**src/s256_pkg.sv**
```systemverilog
// s256_pkg: shared types, constants and round functions of the sha-256 byte stream hasher
// used by s256_front, s256_core, s256_back and the top level; no dependencies
package s256_pkg;

	// eight 32-bit hash words, element 0 is word a / digest word 0
	typedef logic [7:0][31:0] hash_t;

	// initial hash values, listed from word 7 down to word 0
	localparam hash_t IV_HASH = {
		32'h5be0cd19, 32'h1f83d9ab, 32'h9b05688c, 32'h510e527f,
		32'ha54ff53a, 32'h3c6ef372, 32'hbb67ae85, 32'h6a09e667
	};

	localparam logic [7:0] PAD_BYTE  = 8'h80;
	localparam logic [5:0] LEN_POS   = 6'd56;
	localparam int unsigned QDEPTH   = 4;
	localparam int unsigned QPTR_W   = $clog2(QDEPTH);

	// queue entry between front and back
	typedef struct packed {
		logic       fin;
		logic [7:0] data;
	} q_entry_t;

	// control from back to the compression core
	typedef struct packed {
		logic        word_valid;
		logic        start;
		logic        init;
		logic [31:0] word;
	} core_ctl_t;

	typedef enum logic [1:0] {
		CR_IDLE,
		CR_ROUND,
		CR_UPDATE
	} cr_state_t;

	typedef enum logic [2:0] {
		BK_RUN,
		BK_PAD,
		BK_ZERO,
		BK_LEN,
		BK_WAIT,
		BK_OUT
	} bk_state_t;

	function automatic logic [31:0] bsig0(input logic [31:0] x);
		return {x[1:0], x[31:2]} ^ {x[12:0], x[31:13]} ^ {x[21:0], x[31:22]};
	endfunction

	function automatic logic [31:0] bsig1(input logic [31:0] x);
		return {x[5:0], x[31:6]} ^ {x[10:0], x[31:11]} ^ {x[24:0], x[31:25]};
	endfunction

	function automatic logic [31:0] ssig0(input logic [31:0] x);
		return {x[6:0], x[31:7]} ^ {x[17:0], x[31:18]} ^ {3'b000, x[31:3]};
	endfunction

	function automatic logic [31:0] ssig1(input logic [31:0] x);
		return {x[16:0], x[31:17]} ^ {x[18:0], x[31:19]} ^ {10'b0, x[31:10]};
	endfunction

	// round constants
	function automatic logic [31:0] round_k(input logic [5:0] t);
		logic [31:0] k;
		case (t)
			6'd0:  k = 32'h428a2f98;  6'd1:  k = 32'h71374491;
			6'd2:  k = 32'hb5c0fbcf;  6'd3:  k = 32'he9b5dba5;
			6'd4:  k = 32'h3956c25b;  6'd5:  k = 32'h59f111f1;
			6'd6:  k = 32'h923f82a4;  6'd7:  k = 32'hab1c5ed5;
			6'd8:  k = 32'hd807aa98;  6'd9:  k = 32'h12835b01;
			6'd10: k = 32'h243185be;  6'd11: k = 32'h550c7dc3;
			6'd12: k = 32'h72be5d74;  6'd13: k = 32'h80deb1fe;
			6'd14: k = 32'h9bdc06a7;  6'd15: k = 32'hc19bf174;
			6'd16: k = 32'he49b69c1;  6'd17: k = 32'hefbe4786;
			6'd18: k = 32'h0fc19dc6;  6'd19: k = 32'h240ca1cc;
			6'd20: k = 32'h2de92c6f;  6'd21: k = 32'h4a7484aa;
			6'd22: k = 32'h5cb0a9dc;  6'd23: k = 32'h76f988da;
			6'd24: k = 32'h983e5152;  6'd25: k = 32'ha831c66d;
			6'd26: k = 32'hb00327c8;  6'd27: k = 32'hbf597fc7;
			6'd28: k = 32'hc6e00bf3;  6'd29: k = 32'hd5a79147;
			6'd30: k = 32'h06ca6351;  6'd31: k = 32'h14292967;
			6'd32: k = 32'h27b70a85;  6'd33: k = 32'h2e1b2138;
			6'd34: k = 32'h4d2c6dfc;  6'd35: k = 32'h53380d13;
			6'd36: k = 32'h650a7354;  6'd37: k = 32'h766a0abb;
			6'd38: k = 32'h81c2c92e;  6'd39: k = 32'h92722c85;
			6'd40: k = 32'ha2bfe8a1;  6'd41: k = 32'ha81a664b;
			6'd42: k = 32'hc24b8b70;  6'd43: k = 32'hc76c51a3;
			6'd44: k = 32'hd192e819;  6'd45: k = 32'hd6990624;
			6'd46: k = 32'hf40e3585;  6'd47: k = 32'h106aa070;
			6'd48: k = 32'h19a4c116;  6'd49: k = 32'h1e376c08;
			6'd50: k = 32'h2748774c;  6'd51: k = 32'h34b0bcb5;
			6'd52: k = 32'h391c0cb3;  6'd53: k = 32'h4ed8aa4a;
			6'd54: k = 32'h5b9cca4f;  6'd55: k = 32'h682e6ff3;
			6'd56: k = 32'h748f82ee;  6'd57: k = 32'h78a5636f;
			6'd58: k = 32'h84c87814;  6'd59: k = 32'h8cc70208;
			6'd60: k = 32'h90befffa;  6'd61: k = 32'ha4506ceb;
			6'd62: k = 32'hbef9a3f7;  6'd63: k = 32'hc67178f2;
			default: k = 32'h0;
		endcase
		return k;
	endfunction

endpackage

```
**src/s256_front.sv**
```systemverilog
// s256_front: input stream acceptance, item classification and the short item queue
// depends on s256_pkg
module s256_front
	import s256_pkg::*;
(
	input  logic       clk,
	input  logic       arst_n,
	input  logic       s_axis_tvalid,
	output logic       s_axis_tready,
	input  logic [7:0] s_axis_tdata,   // [7:0] data_byte
	input  logic       s_axis_tuser,   // [0] operation
	output logic       head_valid,
	output q_entry_t   head,
	input  logic       pop
);

	q_entry_t          q_mem_q [QDEPTH];
	logic [QPTR_W-1:0] wr_ptr_q;
	logic [QPTR_W-1:0] rd_ptr_q;
	logic [QPTR_W:0]   count_q;
	logic              push;
	logic              do_pop;

	// handshake and queue status
	assign s_axis_tready = (count_q != (QPTR_W+1)'(QDEPTH)) ? 1'b1 : 1'b0;
	assign push          = s_axis_tvalid && s_axis_tready;
	assign head_valid    = (count_q != '0);
	assign head          = q_mem_q[rd_ptr_q];
	assign do_pop        = pop && head_valid;

	// queue storage, classified at entry
	always_ff @(posedge clk) begin
		if (push) begin
			q_mem_q[wr_ptr_q].fin  <= s_axis_tuser;
			q_mem_q[wr_ptr_q].data <= s_axis_tdata;
		end
	end

	// pointers and occupancy
	always_ff @(posedge clk or negedge arst_n) begin
		if (!arst_n) begin
			wr_ptr_q <= '0;
			rd_ptr_q <= '0;
			count_q  <= '0;
		end else begin
			if (push) begin
				wr_ptr_q <= wr_ptr_q + QPTR_W'(1);
			end
			if (do_pop) begin
				rd_ptr_q <= rd_ptr_q + QPTR_W'(1);
			end
			if (push && !do_pop) begin
				count_q <= count_q + (QPTR_W+1)'(1);
			end else if (!push && do_pop) begin
				count_q <= count_q - (QPTR_W+1)'(1);
			end
		end
	end

endmodule

```
**src/s256_core.sv**
```systemverilog
// s256_core: sha-256 compression, one round per cycle, with the message schedule window
// and the chaining words; depends on s256_pkg
module s256_core
	import s256_pkg::*;
(
	input  logic      clk,
	input  logic      arst_n,
	input  core_ctl_t ctl,
	output logic      busy,
	output hash_t     chain
);

	cr_state_t   state_q;
	cr_state_t   state_nx;
	logic [31:0] w_q [16];
	hash_t       wv_q;
	hash_t       chain_q;
	logic [5:0]  rnd_q;
	logic [31:0] t1;
	logic [31:0] t2;
	logic [31:0] w_new;
	logic [31:0] ch;
	logic [31:0] mj;
	logic        shift_w;

	assign chain = chain_q;

	// round datapath
	always_comb begin
		ch    = (wv_q[4] & wv_q[5]) ^ (~wv_q[4] & wv_q[6]);
		mj    = (wv_q[0] & wv_q[1]) ^ (wv_q[0] & wv_q[2]) ^ (wv_q[1] & wv_q[2]);
		t1    = wv_q[7] + bsig1(wv_q[4]) + ch + round_k(rnd_q) + w_q[0];
		t2    = bsig0(wv_q[0]) + mj;
		w_new = w_q[0] + ssig0(w_q[1]) + w_q[9] + ssig1(w_q[14]);
	end

	// next state
	always_comb begin
		state_nx = state_q;
		case (state_q)
			CR_IDLE:   if (ctl.start) state_nx = CR_ROUND;
			CR_ROUND:  if (rnd_q == 6'd63) state_nx = CR_UPDATE;
			CR_UPDATE: state_nx = CR_IDLE;
			default:   state_nx = CR_IDLE;
		endcase
	end

	// outputs
	always_comb begin
		busy    = 1'b1;
		shift_w = 1'b0;
		case (state_q)
			CR_IDLE: begin
				busy    = 1'b0;
				shift_w = ctl.word_valid;
			end
			CR_ROUND:  shift_w = 1'b1;
			CR_UPDATE: busy = 1'b1;
			default:   busy = 1'b1;
		endcase
	end

	// schedule window: loads block words, then produces w[t+16] each round
	always_ff @(posedge clk) begin
		if (shift_w) begin
			for (int i = 0; i < 15; i++) begin
				w_q[i] <= w_q[i+1];
			end
			w_q[15] <= (state_q == CR_ROUND) ? w_new : ctl.word;
		end
	end

	// working variables
	always_ff @(posedge clk) begin
		if (state_q == CR_IDLE && ctl.start) begin
			wv_q <= chain_q;
		end else if (state_q == CR_ROUND) begin
			wv_q[7] <= wv_q[6];
			wv_q[6] <= wv_q[5];
			wv_q[5] <= wv_q[4];
			wv_q[4] <= wv_q[3] + t1;
			wv_q[3] <= wv_q[2];
			wv_q[2] <= wv_q[1];
			wv_q[1] <= wv_q[0];
			wv_q[0] <= t1 + t2;
		end
	end

	// control state and chaining words
	always_ff @(posedge clk or negedge arst_n) begin
		if (!arst_n) begin
			state_q <= CR_IDLE;
			rnd_q   <= '0;
			chain_q <= IV_HASH;
		end else begin
			state_q <= state_nx;
			if (state_q == CR_ROUND) begin
				rnd_q <= rnd_q + 6'd1;
			end else begin
				rnd_q <= '0;
			end
			if (state_q == CR_UPDATE) begin
				for (int i = 0; i < 8; i++) begin
					chain_q[i] <= chain_q[i] + wv_q[i];
				end
			end else if (state_q == CR_IDLE && ctl.init) begin
				chain_q <= IV_HASH;
			end
		end
	end

endmodule

```
**src/s256_back.sv**
```systemverilog
// s256_back: block assembly, padding and length sequencer, and the digest output register
// depends on s256_pkg; drives s256_core through core_ctl_t
module s256_back
	import s256_pkg::*;
(
	input  logic        clk,
	input  logic        arst_n,
	input  logic        head_valid,
	input  q_entry_t    head,
	output logic        pop,
	output core_ctl_t   ctl,
	input  logic        busy,
	input  hash_t       chain,
	output logic        m_axis_tvalid,
	input  logic        m_axis_tready,
	output logic [39:0] m_axis_tdata,  // [31:0] digest_word, [34:32] word_index, rest zero
	output logic        m_axis_tlast   // last_word
);

	bk_state_t   state_q;
	bk_state_t   state_nx;
	logic [5:0]  fill_q;
	logic [63:0] msg_bits_q;
	logic [23:0] acc_q;
	logic [2:0]  cnt_q;
	logic        out_valid_q;
	logic [31:0] out_word_q;
	logic [2:0]  out_idx_q;
	logic        out_last_q;
	logic        push;
	logic        absorb;
	logic [7:0]  push_byte;
	logic        load;
	logic        restart;
	logic [7:0]  len_byte;

	// big-endian length byte, byte 0 of the field first
	assign len_byte = msg_bits_q[{~cnt_q, 3'b000} +: 8];

	// next state
	always_comb begin
		state_nx = state_q;
		case (state_q)
			BK_RUN:  if (head_valid && head.fin && !busy) state_nx = BK_PAD;
			BK_PAD:  if (!busy) state_nx = BK_ZERO;
			BK_ZERO: if (!busy && fill_q == LEN_POS) state_nx = BK_LEN;
			BK_LEN:  if (!busy && cnt_q == 3'd7) state_nx = BK_WAIT;
			BK_WAIT: if (!busy) state_nx = BK_OUT;
			BK_OUT:  if (load && cnt_q == 3'd7) state_nx = BK_RUN;
			default: state_nx = BK_RUN;
		endcase
	end

	// outputs of the sequencer
	always_comb begin
		pop       = 1'b0;
		push      = 1'b0;
		absorb    = 1'b0;
		push_byte = '0;
		load      = 1'b0;
		restart   = 1'b0;
		case (state_q)
			BK_RUN: begin
				pop       = head_valid && !busy;
				push      = head_valid && !busy && !head.fin;
				absorb    = push;
				push_byte = head.data;
			end
			BK_PAD: begin
				push      = !busy;
				push_byte = PAD_BYTE;
			end
			BK_ZERO: begin
				push = !busy && (fill_q != LEN_POS);
			end
			BK_LEN: begin
				push      = !busy;
				push_byte = len_byte;
			end
			BK_WAIT: begin
				push = 1'b0;
			end
			BK_OUT: begin
				load    = !out_valid_q || m_axis_tready;
				restart = load && (cnt_q == 3'd7);
			end
			default: begin
				push = 1'b0;
			end
		endcase
	end

	// words into the core; the 64th byte starts the compression
	always_comb begin
		ctl.word_valid = push && (fill_q[1:0] == 2'b11);
		ctl.start      = push && (fill_q == 6'd63);
		ctl.init       = restart;
		ctl.word       = {acc_q, push_byte};
	end

	// byte accumulator
	always_ff @(posedge clk) begin
		if (push) begin
			acc_q <= {acc_q[15:0], push_byte};
		end
	end

	// output register payload
	always_ff @(posedge clk) begin
		if (load) begin
			out_word_q <= chain[cnt_q];
			out_idx_q  <= cnt_q;
			out_last_q <= (cnt_q == 3'd7);
		end
	end

	// control state, counts and output valid
	always_ff @(posedge clk or negedge arst_n) begin
		if (!arst_n) begin
			state_q     <= BK_RUN;
			fill_q      <= '0;
			msg_bits_q  <= '0;
			cnt_q       <= '0;
			out_valid_q <= 1'b0;
		end else begin
			state_q <= state_nx;
			if (push) begin
				fill_q <= fill_q + 6'd1;
			end
			if (restart) begin
				msg_bits_q <= '0;
			end else if (absorb) begin
				msg_bits_q <= msg_bits_q + 64'd8;
			end
			if ((state_q == BK_LEN && push) || load) begin
				cnt_q <= cnt_q + 3'd1;
			end
			if (load) begin
				out_valid_q <= 1'b1;
			end else if (m_axis_tready) begin
				out_valid_q <= 1'b0;
			end
		end
	end

	assign m_axis_tvalid = out_valid_q;
	assign m_axis_tdata  = {5'b0, out_idx_q, out_word_q};
	assign m_axis_tlast  = out_last_q;

endmodule

```
**src/sha256_byte_stream_hasher_unit.sv**
```systemverilog
// sha256_byte_stream_hasher_unit: top level of the sha-256 byte stream hasher
// depends on s256_pkg, s256_front, s256_core, s256_back
//
// channel   dir  beat fields
// s_axis    in   tdata[7:0] data_byte; tuser operation (0 absorb, 1 finish)
// m_axis    out  tdata[31:0] digest_word, tdata[34:32] word_index; tlast last_word
//
// an absorb beat is taken by the back end only while the core is idle; every 64th byte
// starts a compression of 64 rounds and one chain update, during which no byte is taken
// a finish pushes the pad, zero and length bytes up to the block end, compresses one or
// two blocks, then sends eight output beats
// a four-entry queue takes beats until full while the back end compresses or output stalls
// reset is asynchronous, active low, and leaves the initial hash values loaded
module sha256_byte_stream_hasher_unit
	import s256_pkg::*;
(
	input  logic        clk,
	input  logic        arst_n,
	input  logic        s_axis_tvalid,
	output logic        s_axis_tready,
	input  logic [7:0]  s_axis_tdata,   // [7:0] data_byte
	input  logic        s_axis_tuser,   // [0] operation
	output logic        m_axis_tvalid,
	input  logic        m_axis_tready,
	output logic [39:0] m_axis_tdata,   // [31:0] digest_word, [34:32] word_index, rest zero
	output logic        m_axis_tlast    // last_word
);

	logic      head_valid;
	q_entry_t  head;
	logic      pop;
	core_ctl_t core_ctl;
	logic      core_busy;
	hash_t     chain;

	// front: accept and queue items
	s256_front u_front (
		.clk           (clk),
		.arst_n        (arst_n),
		.s_axis_tvalid (s_axis_tvalid),
		.s_axis_tready (s_axis_tready),
		.s_axis_tdata  (s_axis_tdata),
		.s_axis_tuser  (s_axis_tuser),
		.head_valid    (head_valid),
		.head          (head),
		.pop           (pop)
	);

	// back: block assembly, padding, digest output
	s256_back u_back (
		.clk           (clk),
		.arst_n        (arst_n),
		.head_valid    (head_valid),
		.head          (head),
		.pop           (pop),
		.ctl           (core_ctl),
		.busy          (core_busy),
		.chain         (chain),
		.m_axis_tvalid (m_axis_tvalid),
		.m_axis_tready (m_axis_tready),
		.m_axis_tdata  (m_axis_tdata),
		.m_axis_tlast  (m_axis_tlast)
	);

	// compression engine
	s256_core u_core (
		.clk    (clk),
		.arst_n (arst_n),
		.ctl    (core_ctl),
		.busy   (core_busy),
		.chain  (chain)
	);

	// no block word is handed to the core while it compresses
	a_no_word_busy: assert property (@(posedge clk) disable iff (!arst_n)
		core_ctl.word_valid |-> !core_busy)
		else $error("block word issued while core busy");

	// compression only ever begins on a start request
	a_start_busy: assert property (@(posedge clk) disable iff (!arst_n)
		$rose(core_busy) |-> $past(core_ctl.start))
		else $error("core went busy without start");

	// the last digest beat carries word index seven
	a_last_index: assert property (@(posedge clk) disable iff (!arst_n)
		(m_axis_tvalid && m_axis_tlast) |-> (m_axis_tdata[34:32] == 3'd7))
		else $error("last digest beat has wrong index");

	// restoring the initial values only happens with the core idle
	a_init_idle: assert property (@(posedge clk) disable iff (!arst_n)
		core_ctl.init |-> !core_busy)
		else $error("chain restart while core busy");

endmodule

```
**config.mk**
```make
export PLATFORM = sky130hd
export DESIGN_NAME = sha256_byte_stream_hasher_unit
export DESIGN_NICKNAME = d
export VERILOG_FILES = /design/src/s256_pkg.sv /design/src/s256_front.sv /design/src/s256_core.sv /design/src/s256_back.sv /design/src/sha256_byte_stream_hasher_unit.sv
export SDC_FILE = /design/constraint.sdc
export NUM_CORES = 2
export LEC_CHECK = 0
export ABC_AREA = 1
export BUFFER_PORTS_ARGS = -buffer_cell sky130_fd_sc_hd__buf_2
export CAP_MARGIN = 10
export CORE_MARGIN = 2
export CORE_UTILIZATION = 45
export DETAILED_ROUTE_END_ITERATION = 10
export HOLD_SLACK_MARGIN = 0.02
export PLACE_DENSITY = 0.69
export SYNTH_ARGS = -nofsm -noshare
export SYNTH_HDL_FRONTEND = slang
export SYNTH_HIERARCHICAL = 1
export SYNTH_SLANG_ARGS = --single-unit
```
**constraint.sdc**
```tcl
create_clock -name clk -period 40.2 [get_ports clk]
set_clock_uncertainty 0.15 [all_clocks]
set_input_delay 6.03 -clock clk [delete_from_list [all_inputs] [get_ports clk]]
set_output_delay 6.03 -clock clk [all_outputs]
set_load 0.03 [all_outputs]
```
## Word-level counts from Yosys, hierarchy flattened

Memories as Yosys holds them, arrays and structs flattened.
Cells that the tools add are included.

- Multiplexer cells: 36
- Bitwise operators: 18
- Magnitude comparators: 1
- Add/sub/neg operators: 26
- Shift-type cells: 1
- Eq/ne operators: 22
- Reductions and logical operators: 35

Operators with widths:

| cell | number |
|---|---|
| $mux 256 | 4 |
| $add 32x32->32 | 18 |
| $xor 32x32->32 | 9 |
| $and 32x32->32 | 5 |
| $mux 64 | 2 |
| $bmux 32 s3 | 1 |
| $add 64x4->64 const B | 1 |
| $mux 32 | 2 |
| $shiftx 64x7->8 | 1 |
| $not 32->32 | 1 |
| $xor 32x22->32 | 1 |
| $xor 32x29->32 | 1 |
| $mux 3 | 8 |
| $pmux 8 s3 | 1 |
| $eq 6x6->1 const B | 3 |
| $logic_and 1x1->1 | 18 |
| $pmux 3 s6 | 1 |
| $ne 2x1->1 const B | 8 |
| $add 6x1->6 const B | 2 |
| $mux 1 | 11 |
| $reduce_bool 2->1 | 5 |
| $eq 3x3->1 const B | 3 |
| $add 3x1->3 const B | 2 |
| $eq 3x2->1 const B | 2 |
| other kinds (22) | 29 |

- Memories kept: 3
- ROM bits: 2048
- Output and inout port bits: 43
- RAM bits: 548
- Bits in registers: 664

Memories:

| name | depth | width | rd ports | clocked after memory_dff | write ports | line | source |
|---|---|---|---|---|---|---|---|
| (name not given) | 64 | 32 | 1 | 0 | 0 | s256_pkg.sv:67 | `case (t)` |
| u_core.w_q | 16 | 32 | 16 | 0 | 16 | s256_core.sv:15 | `logic [31:0] w_q [16];` |
| u_front.q_mem_q | 4 | 9 | 1 | 0 | 1 | s256_front.sv:17 | `q_entry_t q_mem_q [QDEPTH];` |

## Longest topological paths before layout

- Depth after elaboration: 9
- Depth in mapped cells: 48
- Gate-level depth less buffers: 47

## Hierarchy

The synthesis kept the hierarchy.

By module, submodules not included:

| module | cells an instance | instances | area an instance (um^2) |
|---|---|---|---|
| s256_core | 8172 | 1 | 69808.2 |
| s256_back | 1377 | 1 | 9379.0 |
| s256_front | 163 | 1 | 1880.6 |

## Least setup slack after synthesis

OpenSTA, ideal clock, no wires.

- Kind: reg-to-reg
- From: reg u_front.rd_ptr_q[0]
- To: mem u_core.w_q[0][0], enable pin
- Data required time: 36.425 ns
- Slack: 26.459 ns
- Cell stages (with the launch flop): 13
- Period minus slack after synthesis: 13.741 ns
- Arrival: 9.966 ns
- Setup time: 3.625 ns
- Path through: dfrtp_1 inv_2 buf_6 o211ai_1 nand2_1 nor2_1 nand2_4 buf_6 nand3_4 nand2_1 inv_1 nand2_1 nand2_1

RTL lines:

| element | line | source |
|---|---|---|
| start, declared | s256_front.sv:19 | `logic [QPTR_W-1:0] rd_ptr_q;` |
| start signal, assigned | s256_front.sv:50 | `rd_ptr_q <= rd_ptr_q + QPTR_W'(1);` |
| end, declared | s256_core.sv:15 |  |

==> metrics.md <==
| Metric | Value |
|---|---|
| Crit path max fanout | `109` |
| Vias in the first global route | `68,518` |
| Vias per cell | `5.92` |
| Slew of the pin with the lowest slew margin | `1500 ps` |
| TritonCTS Buffers | `138` |
| Critical R2R Capture | `u_core/wv_q[18]` |
| Share of flip-flops with an asynchronous set or reset | `0.285` |
| DP HPWL | `249,000 um` |
| Row count | `155` |
| Final setup viols | `0` |
| Reg2reg path depth | `30` |
| Most frequent cells in the layout | `nand2_1, inv_1, nor2_1` |
| Worst Path Class, Setup | `in2async` |
| Chip Height | `between 400 and 500 um` |
| Critical Path Stages | `5` |
| Grt total ovfl | `0` |
| Max capacitance violation total | `1` |
| Crit path DAT | `around 9800 ps` |
| RSZ-0062 raised after global routing | `false` |
| Detailed router's first-iteration violation count | `9,045` |
| Syn Area/Cell | `8.35 um2` |
| WL/cell | `26.5 um` |
| Delay-heaviest family, CP | `buffers and inverters` |
| Commonest non-fill, non-tap cell in the layout | `nand2_1` |
| Final wirelength | `322,000 um` |
| Worst EP required | `approximately 41,000 ps` |
| Initial antenna violation count | `14` |
| Synth Instances | `slightly below 10,000` |
| Vias | `a little over 70,000` |
| Reg2reg setup slack | `31,130 ps` |
| Largest net degree at the start of global routing | `between 150 and 200` |
| CP Capture Point | `u_core/chain[149]` |
| Area growth from synthesis to layout | `8.93%` |
| Critical Path Sink Type | `asynchronous set/reset pin` |
| Fin crit period | `9090 ps` |
| Worst Path Buf+Inv | `5` |
| Mux cell area share after synthesis | `0.00202` |
| CTS max path bufs | `3` |
| GRT Total Usage | `0.344` |
| Initial Util | `0.453` |
| First-pass GRT wire length | `466,000 um` |
| Yosys cell types | `about 80` |
| Worst hold path class | `reg2reg` |
| Final GP Congestion | `1.03` |
| Fin Setup TNS | `0 ps` |
| Remaining DRCs | `0` |
| Synth Area in Simple Gates | `0.206` |
| First-pass DRT Iterations | `7` |
| # hold bufs at CTS | `0` |
| Pins Over Slew Limit | `1` |
| Failing checks | `capacitance limit, slew limit` |
| CTS tree | `built` |
| Prevailing post-synth register cell | `edfxtp_1` |
| Final hold violation count | `0` |
| Antenna Nets Post-Route | `0` |
| Num ports | `56` |
| Ratio of cells with drive above 1 in the final layout | `0.0674` |
| DIE WIDTH | `between 400 and 500 um` |
| Number of synthesized flops with an enable pin | `864` |
| CP Cell Sequence | `buf_8, buf_4, buf_12, buf_4, buf_4` |
| Compound-Gate Fraction of Synth Area | `0.135` |
| H-tree Lvls | `4` |
| CP max stage delay | `830 ps` |
| Xor/xnor share of the synthesized area | `0.0411` |
| Largest family of logic cells by synthesized area | `simple AND/OR/NAND/NOR gates` |
| Clock sink count | `between 1,000 and 1,500` |
| Tcrit/Tclk final | `0.226` |
| Cell Area, Synth | `~80,000 um2` |
| R2r startpoint | `u_core/rnd_q[0]` |
| Resized Gates After CTS | `0` |
| PortBufs | `50` |
| Worst skew pair latency | `840 ps` |
| Post-CTS setup buffers | `0` |
| Die Area | `184,000 um2` |
| Synthesis Warnings | `6` |
| Startpoint types | `input port` |
| Status | `finished with violations` |
| Post-synthesis adder-cell area fraction | `0.111` |
| CTS clk-pin slew, worst paths | `70 ps` |
| Sequential share of the synthesized area | `0.429` |
| Slew HR | `-0.00980` |
| Max Freq | `110 MHz` |
| Critical path startpoint | `arst_n` |
| Cell mode on critical path | `buf_4` |
| Core region area | `179,000 um2` |
| Post-layout nets | `between 10,000 and 15,000` |
| Root buf cell | `clkbuf_16` |
| #FFs+latches synth | `1,209` |
| CP max-delay cell | `buf_4` |
per-layer routing:
layer / track usage / wire length [um]
met5: 0 / 40
met4: 0.158 / 17200
met3: 0.0628 / 30000
met2: 0.527 / 141000
met1: 0.475 / 134000
registers in the layout, indices dropped and copies added (netlist names):
register and count:
u_core/wv_q 256, u_core/w_q 512, u_core/rnd_q 6, u_back/m_axis_tlast 1, u_back/m_axis_tvalid 1, u_core/state_q 2
u_core/chain 256, u_back/fill_q 6, u_front/rd_ptr_q 2, u_back/state_q 3, u_back/out_idx_q 3, u_front/count_q 3
u_front/wr_ptr_q 2, u_back/out_word_q 32, u_back/acc_q 24, u_back/msg_bits_q 61, u_back/cnt_q 3, u_front/q_mem_q 36
Yosys cell counts (all sizes together), types with 122 or more instances:
master,n,area share
nand2,2149,0.10
inv,1293,0.060
nor2,995,0.048
edfxtp,864,0.32
o21ai,835,0.052
a21oi,586,0.037
nand3,495,0.032
ha,403,0.062
xor2,222,0.024
dfrtp,209,0.065
fa,196,0.048
clkbuf,188,0.0087
xnor2,156,0.017
o22ai,138,0.011
dfstp,136,0.044
nand4,122,0.0096
stage by stage:
stage          setup slack [ps]  hold WS (ps)  instance area (um2)  cells   util
2_1_floorplan             26460           250                81100   9716      -
3_3_place_gp              30250           250                83600  11884  0.467
3_5_place_dp              30180           255                83600  11884  0.467
4_1_cts                   31050           258                88300  12138  0.494
5_1_grt                   30730           263                88300  12139  0.494
6_report                  31110           258                88300  12145  0.494
layout make-up:
type,count,area [um2]
inverter,1299,4890
tap,2355,2950
fill,17221,90500
clock buffer,176,3760
timing repair buffer,109,728
multi-input combinational,6912,40200
sequential,1209,34800
antenna,7,17.5
clock inverter,78,970
kinds of logic after synthesis:
| family | after synthesis |
|---|---|
| xor+xnor | 378 |
| simple gates | 3967 |
| buf+inv | 1595 |
| flops | 1209 |
| fa+ha+maj | 601 |
| mux | 15 |
| other cells | 1 |
| compound gates | 1946 |
worst reg2reg max path: cells and delay by family, from the launching register on:
family,cells,cell delay (ps)
adder cells (fa/ha/maj),7,3220
AO/OA/AOI/OAI,11,2160
AND/OR/NAND/NOR,5,640
flip-flops,1,700
buffers and inverters,5,1090
XOR/XNOR,2,880
worst min path at each step:
stage,from,endpoint,cells past startpoint
5_1_grt,u_core/w_q[1][164],u_core/w_q[1][132],0
4_1_cts,u_core/w_q[0][89],u_core/w_q[0][57],0
3_3_place_gp,u_core/w_q[0][166],u_core/w_q[0][134],0
3_5_place_dp,u_core/w_q[0][146],u_core/w_q[0][114],0
6_report,u_core/w_q[0][89],u_core/w_q[0][57],0
2_1_floorplan,u_core/w_q[0][132],u_core/w_q[0][100],0
Power is not shown: default switching activity piles up to over one toggle a cycle in this logic, so the estimate is an artifact.
